### config.mk
export PLATFORM = sky130hd
export DESIGN_NAME = tpt_cell
export DESIGN_NICKNAME = d
export VERILOG_FILES = /design/src/design/tpt_pkg.sv /design/src/design/tpt_cell.sv
export SDC_FILE = /design/constraint.sdc
export NUM_CORES = 1
export LEC_CHECK = 0
export BUFFER_PORTS_ARGS = -buffer_cell sky130_fd_sc_hd__buf_4
export CAP_MARGIN = 15
export CORE_AREA = 2 2 154 156
export DETAILED_ROUTE_END_ITERATION = 6
export DIE_AREA = 0 0 156 158
export PLACE_DENSITY = 0.68
export SLEW_MARGIN = 10
export SYNTH_ARGS = -nofsm -noshare
export SYNTH_HDL_FRONTEND = slang
export SYNTH_SLANG_ARGS = --single-unit
export TNS_END_PERCENT = 1
### constraint.sdc
create_clock -name clk_i -period 5.8 [get_ports clk_i]
set_clock_uncertainty 0.2 [all_clocks]
set_input_delay 0.58 -clock clk_i [delete_from_list [all_inputs] [get_ports clk_i]]
set_output_delay 0.58 -clock clk_i [all_outputs]
set_load 0.005 [all_outputs]
### src/design/tpt_pkg.sv
// ----------------------------------------------------------------------------
// tpt_pkg
// Shared types, constants and codes of the tag presence tracker.
// ----------------------------------------------------------------------------
package tpt_pkg;

  // table geometry and limits
  localparam int TableDepth = 16;
  localparam int MaxResults = 16;
  localparam int ResW       = $clog2(MaxResults + 1);
  localparam int InFieldW   = 5;
  localparam int PaddrW     = 3;

  // register reset values
  localparam logic [31:0] GoneTimeoutRst = 32'd1000;
  localparam logic [7:0]  RssiChangeRst  = 8'd10;

  // register indexes (paddr[2])
  localparam logic [0:0] RegGoneTimeout = 1'b0;
  localparam logic [0:0] RegRssiChange  = 1'b1;

  // result event codes
  typedef enum logic [2:0] {
    EvRefreshed   = 3'd0,
    EvArrived     = 3'd1,
    EvRssiChanged = 3'd2,
    EvGone        = 3'd3,
    EvDropped     = 3'd4,
    EvNoneGone    = 3'd5
  } event_e;

  // control states
  typedef enum logic [1:0] {
    StIdle,
    StLookup,
    StUpdate,
    StSweep
  } state_e;

  // stored entry fields that are read back
  typedef struct packed {
    logic [31:0] epc_upper;
    logic [63:0] epc_lower;
    logic [3:0]  epc_bytes;
    logic [7:0]  rssi;
  } entry_t;

  // latched request, broadcast to every cell
  typedef struct packed {
    logic [31:0] epc_upper;
    logic [63:0] epc_lower;
    logic [3:0]  epc_bytes;
    logic [7:0]  rssi;
    logic [31:0] now_ms;
  } req_t;

  // per-cell write controls
  typedef struct packed {
    logic ins;
    logic touch;
    logic set_rssi;
    logic clr;
  } cell_ctl_t;

  // one result word
  typedef struct packed {
    event_e              ev;
    logic [31:0]         tag_upper;
    logic [63:0]         tag_lower;
    logic [3:0]          tag_bytes;
    logic [7:0]          old_rssi;
    logic [7:0]          new_rssi;
    logic [InFieldW-1:0] in_field;
    logic                last;
  } res_t;

endpackage

### src/design/tpt_cell.sv
// ----------------------------------------------------------------------------
// tpt_cell
// One table slot: holds a tag entry, matches it against the request, checks
// its age, and passes the free-slot chain and read bus on to its neighbor.
// ----------------------------------------------------------------------------
module tpt_cell
  import tpt_pkg::*;
(
  input  logic        clk_i,
  input  logic        rst_ni,
  input  cell_ctl_t   ctl_i,
  input  req_t        req_i,
  input  logic [31:0] timeout_i,
  input  logic        sel_i,
  input  logic        free_below_i,
  output logic        free_below_o,
  output logic        first_free_o,
  input  entry_t      rd_i,
  output entry_t      rd_o,
  output logic        match_o,
  output logic        expired_o,
  output logic        valid_o
);

  logic        valid_q;
  entry_t      ent_q;
  logic [31:0] seen_q;
  logic [31:0] age;

  // slot occupancy
  always_ff @(posedge clk_i or negedge rst_ni) begin
    if (!rst_ni) begin
      valid_q <= 1'b0;
    end else if (ctl_i.ins) begin
      valid_q <= 1'b1;
    end else if (ctl_i.clr) begin
      valid_q <= 1'b0;
    end
  end

  // entry payload
  always_ff @(posedge clk_i) begin
    if (ctl_i.ins) begin
      ent_q.epc_upper <= req_i.epc_upper;
      ent_q.epc_lower <= req_i.epc_lower;
      ent_q.epc_bytes <= req_i.epc_bytes;
      ent_q.rssi      <= req_i.rssi;
      seen_q          <= req_i.now_ms;
    end else if (ctl_i.touch) begin
      seen_q <= req_i.now_ms;
      if (ctl_i.set_rssi) begin
        ent_q.rssi <= req_i.rssi;
      end
    end
  end

  // key match and wrapping age check
  assign match_o = valid_q && (ent_q.epc_upper == req_i.epc_upper) &&
                   (ent_q.epc_lower == req_i.epc_lower) &&
                   (ent_q.epc_bytes == req_i.epc_bytes);
  assign age       = req_i.now_ms - seen_q;
  assign expired_o = valid_q && (age >= timeout_i);
  assign valid_o   = valid_q;

  // lowest-free chain
  assign free_below_o = free_below_i | ~valid_q;
  assign first_free_o = ~valid_q & ~free_below_i;

  // read bus: selected cell ORs its entry in
  assign rd_o = rd_i | (sel_i ? ent_q : entry_t'('0));

endmodule

==> impl_metrics.xml <==
<?xml version="1.0" encoding="UTF-8"?>
<metrics>
  <group name="outcome">
    <metric name="outcome" unit="">completed</metric>
  </group>
  <group name="placement">
    <metric name="globalplace.congestion" unit="">0.8352</metric>
    <metric name="place_inst" unit="">1479</metric>
    <metric name="dpl.hpwl" unit="um">23240</metric>
    <metric name="place_worst_setup_slack" unit="ns">0.5938</metric>
    <metric name="io_buffers" unit="">400</metric>
  </group>
  <group name="cts">
    <metric name="clock_buffer_count_from_cts" unit="">17</metric>
    <metric name="postCtsSetupRepairBufs" unit="">0</metric>
    <metric name="cts_root_buf" unit="">clkbuf_16</metric>
    <metric name="clk-insertion-delay-late" unit="ns">0.42</metric>
    <metric name="tritoncts_num_sinks" unit="">141</metric>
    <metric name="worst_setup_hold_path_clk_slew" unit="ns">0.07</metric>
    <metric name="cts_tree" unit="">done</metric>
    <metric name="cts_buffer_depth" unit="">2</metric>
    <metric name="cts.htree.levels" unit="">4</metric>
  </group>
  <group name="layout">
    <metric name="final_core_util" unit="">0.5517</metric>
    <metric name="stdcell_count" unit="">1512</metric>
    <metric name="finalNetCount" unit="">1561</metric>
    <metric name="area_growth_syn_to_layout" unit="%">44.33</metric>
    <metric name="final_layout_size_suffix_gt1_frac" unit="">0.3595</metric>
  </group>
  <group name="logic_synthesis">
    <metric name="synth_area_leaders" unit="">edfxtp_1 (48%), a21o_1 (12%), ha_1 (8.9%), xor2_1 (6.3%), inv_1 (4.6%)</metric>
    <metric name="async_flop_share" unit="">0.007092</metric>
    <metric name="synth.lib_cells_used.distinct" unit="">48</metric>
    <metric name="syn_inst" unit="">806</metric>
    <metric name="synth-edff-count" unit="">140</metric>
    <metric name="syn-num-nets" unit="">1158</metric>
    <metric name="postSynthRegisterBits" unit="">141</metric>
    <metric name="synth.top_cell.area_share" unit="">0.4771</metric>
    <metric name="ys.flop_type" unit="">edfxtp_1</metric>
    <metric name="post-synth-top-area-cell" unit="">edfxtp_1</metric>
    <metric name="post_synth.cell_area_avg" unit="sq um">10.93</metric>
    <metric name="yosys-top-cells-count" unit="">edfxtp_1 (140), a21o_1 (136), inv_1 (108)</metric>
    <metric name="post-synth-top-count-cell" unit="">edfxtp_1</metric>
    <metric name="synthesis.area" unit="sq mm">0.008811</metric>
    <metric name="synth_sequential_area_ratio" unit="">0.4800</metric>
    <metric name="synthesis.yosys.warnings" unit="">0</metric>
  </group>
  <group name="global_routing">
    <metric name="grt_max_degree" unit="">109</metric>
    <metric name="grt.total_usage" unit="">0.2232</metric>
    <metric name="global_route.overflow_total" unit="">0</metric>
    <metric name="vias_in_the_first_global_route" unit="">7624</metric>
    <metric name="initial_antenna_violation_count" unit="">2</metric>
    <metric name="grt_pass1_wl" unit="um">41320</metric>
  </group>
  <group name="worst_hold_path">
    <metric name="min_delay_path_depth" unit="">1</metric>
    <metric name="holdCritPathClass" unit="">in -&gt; reg</metric>
  </group>
  <group name="power">
    <metric name="cellLeakagePower" unit="nW">6.274</metric>
    <metric name="power_density" unit="mW/mm^2">255.4</metric>
    <metric name="max-vdd-ir-drop" unit="V">0.0001860</metric>
  </group>
  <group name="detailed_routing">
    <metric name="avgRoutedWirePerCell" unit="um">18.88</metric>
    <metric name="drc_errors" unit="">0</metric>
    <metric name="num_vias" unit="">7722</metric>
    <metric name="drtAntennaViolNets" unit="">0</metric>
    <metric name="dr.pass1.iters" unit="">4</metric>
    <metric name="initialDrtViolationCount" unit="">401</metric>
    <metric name="drt_wl_total" unit="um">28540</metric>
    <metric name="viasPerCell" unit="">5.107</metric>
  </group>
  <group name="setup_path">
    <metric name="worstRegToRegCells" unit="">1</metric>
    <metric name="critPathArrivalTime" unit="ns">4.44</metric>
    <metric name="critical_path_peak_fanout" unit="">4</metric>
    <metric name="ws_path_type" unit="">reg -&gt; out</metric>
    <metric name="timing.critical_path.to_type" unit="">output pin</metric>
    <metric name="worst-endpoint-required" unit="ns">5.02</metric>
    <metric name="worstSetupStartpointType" unit="">flop</metric>
  </group>
  <group name="sta">
    <metric name="tightestPinTransition" unit="ns">1.159</metric>
    <metric name="layout_setup_ws" unit="ns">0.5807</metric>
    <metric name="setup_viol_count_final" unit="">0</metric>
    <metric name="min_period" unit="ns">5.219</metric>
    <metric name="maxSlewViolCount" unit="">0</metric>
    <metric name="timing.slew.headroom" unit="">0.2270</metric>
    <metric name="maxClockFrequency" unit="MHz">191.6</metric>
    <metric name="fin_tns_setup" unit="ns">0</metric>
    <metric name="final.period_utilization" unit="">0.8999</metric>
    <metric name="grt_setup_unrepaired" unit="">no</metric>
    <metric name="finalHoldViolations" unit="">0</metric>
  </group>
  <group name="floorplan">
    <metric name="boundaryPins" unit="">401</metric>
    <metric name="core_area" unit="sq mm">0.02305</metric>
    <metric name="start_util" unit="">0.3822</metric>
    <metric name="fp.dieArea" unit="sq mm">0.02465</metric>
    <metric name="horizontal_die_dimension" unit="um">156</metric>
    <metric name="core.rowCount" unit="">56</metric>
    <metric name="chipHeight" unit="um">158</metric>
  </group>
  <group name="job">
    <metric name="timing.max_cap.violations" unit="">0</metric>
  </group>
</metrics>
==> registers in the layout, summed over array words and instances (netlist names) <==
name     count
ent_q      108
seen_q      32
valid_o      1
==> placed cells by master, fill, tap and decap left out, types with 17 or more instances in the layout <==
cell type | synthesis | final
a21o_1 | 136 | 136
edfxtp_1 | 140 | 140
inv_1 | 108 | 108
nand2_1 | 26 | 26
nor2_1 | 26 | 26
clkbuf_16 | 0 | 17
xnor2_1 | 26 | 26
buf_4 | 0 | 402
ha_1 | 63 | 63
a21oi_1 | 36 | 36
xor2_1 | 63 | 63
==> metrics by stage <==
stage          instance area (sq um)  total power [mW]  hold WS, ns
3_3_place_gp                   12120             2.152       0.1556
4_1_cts                        12710             3.282       0.1076
6_report                       12720             3.248       0.1271
5_1_grt                        12720             3.414       0.1046
3_5_place_dp                   12120             2.170       0.1556
2_1_floorplan                   8811             1.758      0.08441
==> critical path, cell delays in order, from the launching register on <==
cell       delay, ns
edfxtp_1        0.34
ha_1            0.17
inv_1           0.06
fa_1            0.42
a211oi_2        0.20
nor2_1          0.11
a211o_1         0.33
a41oi_2         0.26
o21ai_2         0.14
a31o_1          0.28
and4_4          0.19
a2111oi_2       0.28
ha_1            0.30
a21o_1          0.16
a21oi_1         0.12
o21ai_0         0.10
a22o_1          0.23
a31o_1          0.18
buf_4           0.13
==> report_power, final <==
part	total (mW)	switching, mW	internal, mW
Sequential	1.28	0.0578	1.22
Clock	1.10	0.461	0.639
Combinational	0.871	0.411	0.460
Total	3.25	0.930	2.32
==> cells by family (layout without fill, tap and decap cells) <==
family,after synthesis,after routing,share of synthesized area
other,0,1,0
AO/OA/AOI/OAI,267,267,0.2180
AND/OR/NAND/NOR,118,118,0.06774
XOR/XNOR,89,89,0.08847
adder cells (fa/ha/maj),64,64,0.09174
buffers and inverters,127,542,0.05410
flip-flops,141,141,0.4800
==> per-layer routing <==
metal	routed length, um	vias up	GRT usage
met5	15	-	0
met4	652	2	0.07339
met3	2149	39	0.06460
met2	14450	293	0.4020
met1	11280	3607	0.2547
li1	-	3781	-
==> area by class of cell <==
| cell class | instances | area (sq um) |
|---|---|---|
| fill | 2096 | 10330 |
| sequential | 141 | 4229 |
| multi-input combinational | 538 | 4105 |
| timing repair buffer | 403 | 3028 |
| clock buffer | 17 | 425.4 |
| inverter | 108 | 405.4 |
| tap | 290 | 362.8 |
| clock inverter | 14 | 158.9 |
| antenna | 1 | 2.502 |
==> path summary, 6_finish.rpt <==
path	startpoint	end	slack, ns
worst max-delay path	seen_q[0]	expired_o	0.58
worst min-delay path	req_i[38]	ent_q[6]	0.13
worst max register to register	valid_o	valid_o	4.78
worst min register to register	valid_o	valid_o	0.54
max in group asynchronous	rst_ni	valid_o	5.04
min in group asynchronous	rst_ni	valid_o	0.28
==> timing repair <==
action / CTS / global route
hold buffers: 1 / 0
endpoints found under the hold margin: 1 / 0
gates resized for setup: 0 / 0
setup endpoints to repair: 0 / 0
No activity file was read; power rests on OpenSTA's default activity.
